==> src/sv/ddpu_pkg.sv <==
// ---------------------------------------------------------------------------
// ddpu_pkg
// Shared types, constants and tables for the differential drive pose update.
// ---------------------------------------------------------------------------
package ddpu_pkg;

   localparam int VEL_W        = 16;
   localparam int MS_W         = 10;
   localparam int LEN_W        = 16;
   localparam int POS_W        = 32;
   localparam int ANG_W        = 16;
   localparam int P1_W         = 28;
   localparam int P2_W         = 44;
   localparam int DIV_NUM_W    = 43;
   localparam int DIST_DEN_W   = 21;
   localparam int V_W          = 23;
   localparam int CRD_W        = 34;
   localparam int ATAN_ENTRIES = 24;
   localparam int ATAN_IDX_W   = 5;
   localparam int ATAN_W       = 30;
   localparam int K_W          = 25;

   localparam int DIST_SHIFT    = 14;
   localparam int DIST_N_W      = DIV_NUM_W - DIST_SHIFT;
   localparam int DIST_RECIP_W  = 30;
   localparam int DIST_RECIP_SH = 36;
   localparam int DIST_Q_W      = 22;

   localparam int CORDIC_ITERATIONS_DEF = 16;

   localparam logic [K_W-1:0]          ANGLE_K    = 25'd21874089;
   localparam logic [CRD_W-1:0]        CORDIC_X0  = 34'd652032874;
   localparam logic [DIST_DEN_W-1:0]   DIST_DEN   = 21'd2048000;
   localparam logic [DIV_NUM_W-1:0]    DIST_HALF  = 43'd1024000;
   localparam logic [DIST_RECIP_W-1:0] DIST_RECIP = 30'd549755814;

   localparam logic [LEN_W-1:0] RADIUS_RESET = 16'd1343;
   localparam logic [LEN_W-1:0] AXLE_RESET   = 16'd3408;

   localparam logic REG_WHEEL_RADIUS = 1'b0;
   localparam logic REG_AXLE_LENGTH  = 1'b1;

   typedef struct packed {
      logic capture;
      logic mul1;
      logic mul2;
      logic div_start;
      logic ang_lo;
      logic ang_hi;
      logic ang_d;
      logic cordic_start;
      logic mul_xy;
      logic commit;
   } ddpu_cmd_type;

   typedef struct packed {
      logic div_done;
      logic cordic_done;
   } ddpu_status_type;

   function automatic logic [ATAN_W-1:0] atan_turns(input logic [ATAN_IDX_W-1:0] idx);
      logic [ATAN_W-1:0] val;
      case (idx)
         5'd0:    val = 30'd536870912;
         5'd1:    val = 30'd316933406;
         5'd2:    val = 30'd167458907;
         5'd3:    val = 30'd85004756;
         5'd4:    val = 30'd42667331;
         5'd5:    val = 30'd21354465;
         5'd6:    val = 30'd10679838;
         5'd7:    val = 30'd5340245;
         5'd8:    val = 30'd2670163;
         5'd9:    val = 30'd1335087;
         5'd10:   val = 30'd667544;
         5'd11:   val = 30'd333772;
         5'd12:   val = 30'd166886;
         5'd13:   val = 30'd83443;
         5'd14:   val = 30'd41722;
         5'd15:   val = 30'd20861;
         5'd16:   val = 30'd10430;
         5'd17:   val = 30'd5215;
         5'd18:   val = 30'd2608;
         5'd19:   val = 30'd1304;
         5'd20:   val = 30'd652;
         5'd21:   val = 30'd326;
         5'd22:   val = 30'd163;
         5'd23:   val = 30'd81;
         default: val = '0;
      endcase
      return val;
   endfunction

endpackage

==> src/sv/ddpu_controller.sv <==
// ---------------------------------------------------------------------------
// ddpu_controller
// Sequencer for one transaction and the result valid flag.
// ---------------------------------------------------------------------------
module ddpu_controller (
   input  logic                      clock,
   input  logic                      reset,
   input  logic                      req_valid,
   output logic                      req_stall,
   output logic                      rsp_valid,
   input  logic                      rsp_stall,
   output ddpu_pkg::ddpu_cmd_type    cmd,
   input  ddpu_pkg::ddpu_status_type status
);

   localparam logic [3:0] ST_IDLE   = 4'd0;
   localparam logic [3:0] ST_MUL1   = 4'd1;
   localparam logic [3:0] ST_MUL2   = 4'd2;
   localparam logic [3:0] ST_DIVS   = 4'd3;
   localparam logic [3:0] ST_DIVW   = 4'd4;
   localparam logic [3:0] ST_ANGL   = 4'd5;
   localparam logic [3:0] ST_ANGH   = 4'd6;
   localparam logic [3:0] ST_ANGD   = 4'd7;
   localparam logic [3:0] ST_CRDS   = 4'd8;
   localparam logic [3:0] ST_CRDW   = 4'd9;
   localparam logic [3:0] ST_MULXY  = 4'd10;
   localparam logic [3:0] ST_COMMIT = 4'd11;

   logic [3:0] state_ff, state_in;
   logic       valid_ff, valid_in;
   logic       out_free;

   always_comb begin
      out_free = !valid_ff || !rsp_stall;
      cmd      = '0;
      state_in = state_ff;
      valid_in = valid_ff && rsp_stall;
      unique case (state_ff)
         ST_IDLE: begin
            if (req_valid) begin
               cmd.capture = 1'b1;
               state_in    = ST_MUL1;
            end
         end
         ST_MUL1: begin
            cmd.mul1 = 1'b1;
            state_in = ST_MUL2;
         end
         ST_MUL2: begin
            cmd.mul2 = 1'b1;
            state_in = ST_DIVS;
         end
         ST_DIVS: begin
            cmd.div_start = 1'b1;
            state_in      = ST_DIVW;
         end
         ST_DIVW: begin
            if (status.div_done) begin
               state_in = ST_ANGL;
            end
         end
         ST_ANGL: begin
            cmd.ang_lo = 1'b1;
            state_in   = ST_ANGH;
         end
         ST_ANGH: begin
            cmd.ang_hi = 1'b1;
            state_in   = ST_ANGD;
         end
         ST_ANGD: begin
            cmd.ang_d = 1'b1;
            state_in  = ST_CRDS;
         end
         ST_CRDS: begin
            cmd.cordic_start = 1'b1;
            state_in         = ST_CRDW;
         end
         ST_CRDW: begin
            if (status.cordic_done) begin
               state_in = ST_MULXY;
            end
         end
         ST_MULXY: begin
            cmd.mul_xy = 1'b1;
            state_in   = ST_COMMIT;
         end
         ST_COMMIT: begin
            if (out_free) begin
               cmd.commit = 1'b1;
               valid_in   = 1'b1;
               state_in   = ST_IDLE;
            end
         end
         default: begin
            state_in = ST_IDLE;
         end
      endcase
   end

   always_ff @(posedge clock) begin
      if (reset) begin
         state_ff <= ST_IDLE;
         valid_ff <= 1'b0;
      end else begin
         state_ff <= state_in;
         valid_ff <= valid_in;
      end
   end

   assign req_stall = (state_ff != ST_IDLE);
   assign rsp_valid = valid_ff;

endmodule

==> config.mk <==
export PLATFORM = sky130hd
export DESIGN_NAME = ddpu_controller
export DESIGN_NICKNAME = d
export VERILOG_FILES = /design/src/sv/ddpu_pkg.sv /design/src/sv/ddpu_controller.sv
export SDC_FILE = /design/constraint.sdc
export NUM_CORES = 1
export LEC_CHECK = 0
export BUFFER_PORTS_ARGS = -buffer_cell sky130_fd_sc_hd__buf_2
export CORE_AREA = 5 5 42 44
export CTS_BUF_LIST = sky130_fd_sc_hd__clkbuf_4 sky130_fd_sc_hd__clkbuf_8
export DETAILED_ROUTE_END_ITERATION = 8
export DIE_AREA = 0 0 47 49
export HOLD_SLACK_MARGIN = 0.06
export SYNTH_ARGS = -nofsm -noshare
export SYNTH_HDL_FRONTEND = slang
export SYNTH_SLANG_ARGS = --single-unit
==> constraint.sdc <==
create_clock -name clock -period 1.75 [get_ports clock]
set_clock_uncertainty 0.05 [all_clocks]
set_input_delay 0.175 -clock clock [delete_from_list [all_inputs] [get_ports clock]]
set_output_delay 0.175 -clock clock [all_outputs]
set_load 0.005 [all_outputs]
==> results.py <==
metrics = {
    "finish": {
        "drive_gt1_share_pct": 39.7,
        "layout_commonest_cell": "buf_2",
        "layout_common_cells": "17 x buf_2, 8 x nor2_1, 6 x nor3_1, 5 x dfxtp_1",
        "fillers": 162,
        "post-route-util_pct": 37.5,
        "area_growth_pct": 40.0,
        "design_area_um2": 526,
        "fin_nets": 80,
        "antenna_cells": 0,
    },
    "setup_path": {
        "critical_path_buf_inv_count": 1,
        "endpoint_kind": "output port",
        "cp_top_family": "simple AND/OR/NAND/NOR gates",
        "critPathSlowestCell": "or4_4",
        "arrival_ps": 1290,
        "criticalPathCategory": "reg2out",
        "cp.required_ps": 1520,
        "cp_cell_sequence": "or4_4, nor2_1, buf_2",
        "path_max_fanout": 3,
        "slowest_delay_ps": 550,
        "critPathLaunchType": "flip-flop",
    },
    "timing": {
        "finalCritPeriodShare_pct": 86.4,
        "tns_ps": 0,
        "setup_viol": 0,
        "slew_headroom_pct": 83.4,
        "holdWs_ps": 129,
        "period_minus_slack_ps": 1510,
        "worst_slew_pin_slew_ps": 246,
        "final-hold-violation-count": 0,
        "slew_violations": 0,
        "maxClockFrequency_mhz": 662,
        "rsz0062_at_grt": "false",
    },
    "placed_design": {
        "placed_cell_area_um2": 495,
        "place_congestion": 0.777,
        "port_buffers": 17,
        "post-dp-hpwl_um": 724,
    },
    "global_route": {
        "grt.total_usage_pct": 8.80,
        "grt_pass1_vias": 347,
        "grt_overflow_total": 0,
        "antenna_found_initial": 0,
        "grt_max_degree": 15,
        "grt_first_pass_wirelength_mm": 1.47,
    },
    "synth": {
        "yosysTopAreaCell": "dfxtp_1",
        "synth_top_cell_area_share_pct": 26.7,
        "synth_seq_cells": 5,
        "syn-cell-area_um2": 375,
        "synth.avg_cell_area_um2": 7.22,
        "synth_fp_nets": 58,
        "async_flop_share_pct": 0,
        "syn_inst": 52,
        "synth_cell_types": 23,
        "yosys_warnings": 0,
        "synth.area.top_cells": "dfxtp_1 27%, nor3_1 8.0%, nor2_1 8.0%",
        "yosysSeqAreaShare_pct": 26.7,
        "ys.flop_type": "dfxtp_1",
        "synth_edf_count": 0,
    },
    "floorplan": {
        "start_util_pct": 26.8,
        "pin_count": 18,
        "die_w_um": 47,
        "die-area_um2": 2300,
        "die_y_um": 49,
        "core-area_um2": 1400,
        "row_count": 14,
    },
    "clock_tree": {
        "clk_latency_ps": 240,
        "cts_root_buf": "clkbuf_4",
        "cts_resized": 0,
        "clk_pin_slew_ps": 50,
        "cts.htree.levels": 1,
        "hold_buffers": 0,
        "cts_setup_buffers": 0,
        "clock_path_buffers": 2,
        "cts_sinks": 5,
        "cts_inserted_buffers": 3,
        "cts_tree": "yes",
    },
    "detailed_routing": {
        "via_per_inst": 4.61,
        "drt-pass1-iter-count": 3,
        "drt_iter0_markers": 5,
        "via_count": 410,
        "drtAntennaViolNets": 0,
        "drt-total-wl_um": 967,
        "post-route-drc-count": 0,
        "wl_per_cell_um": 10.9,
    },
    "power_and_ir_drop": {
        "p_leak_nw": 0.251,
        "p_per_area_nw_per_um2": 1320,
        "total_power_mw": 0.696,
        "peakVddDrop_mv": 0.385,
    },
    "run": {
        "max_cap_violations": 0,
    },
    "min_path": {
        "hp-class": "in2reg",
    },
    "run_status": {
        "outcome": "finished, final reports clean",
    },
}
area by class of cell:
| type | count | area (µm²) | area share, % |
|---|---|---|---|
| inverters | 2 | 7.51 | 1.43 |
| repair buffers | 21 | 115 | 21.9 |
| multi-input cells | 41 | 253 | 48.1 |
| clock buffers | 4 | 30.0 | 5.71 |
| well taps | 16 | 20.0 | 3.81 |
| flip-flops and latches | 5 | 100 | 19.0 |
worst reg2reg max path: stages (launching register included):
cell	delay [ps]
dfxtp_1	310
or4_4	550
o22ai_2	180
o21bai_2	150
mux2i_1	180
final timing paths:
path	slack, ps	to	start	cells past startpoint
max	240	cmd[9]	state_ff[1]	3
max reg2reg	270	state_ff[0]	state_ff[1]	4
min	130	rsp_valid	reset	2
min reg2reg	510	rsp_valid	rsp_valid	2
state kept, by name, summed over array words and instances, names as in the netlist:
name / count
state_ff: 4
rsp_valid: 1
metrics by stage:
step,std cells,setup WS [ps]
5_1_grt,89,138
3_5_place_dp,85,264
3_3_place_gp,85,313
2_1_floorplan,52,323
4_1_cts,89,222
6_report,89,238
cells in the mapped netlist (2+ instances only):
library cell / count
a21oi_1: 4
clkbuf_1: 4
dfxtp_1: 5
inv_1: 2
nand2_1: 3
nand2b_1: 4
nor2_1: 8
nor3_1: 6
o21ai_0: 2
metal layers:
| layer | routed length [µm] | up-vias | track usage, % |
|---|---|---|---|
| met5 | 0 | - | 0 |
| met4 | 0 | 0 | 5.53 |
| met3 | 80 | 0 | 4.80 |
| met2 | 423 | 10 | 10.9 |
| met1 | 462 | 177 | 11.4 |
| li1 | - | 223 | - |
kinds of logic (layout without fill, tap and decap cells):
family	Yosys count	count (layout)	synth area share [%]
and+or+nand+nor	27	27	39.0
AOI/OAI and AO/OA	12	12	23.3
buffers and inverters	6	27	6.00
DFF	5	5	26.7
xor gates and xnor gates	1	1	2.33
muxes	1	1	2.67
where the power goes:
| part | internal, mW | total, mW | switching, mW |
|---|---|---|---|
| Clock | 0.102 | 0.146 | 0.0449 |
| Sequential | 0.142 | 0.156 | 0.0147 |
| Combinational | 0.190 | 0.393 | 0.203 |
No activity file was read; power rests on OpenSTA's default activity.
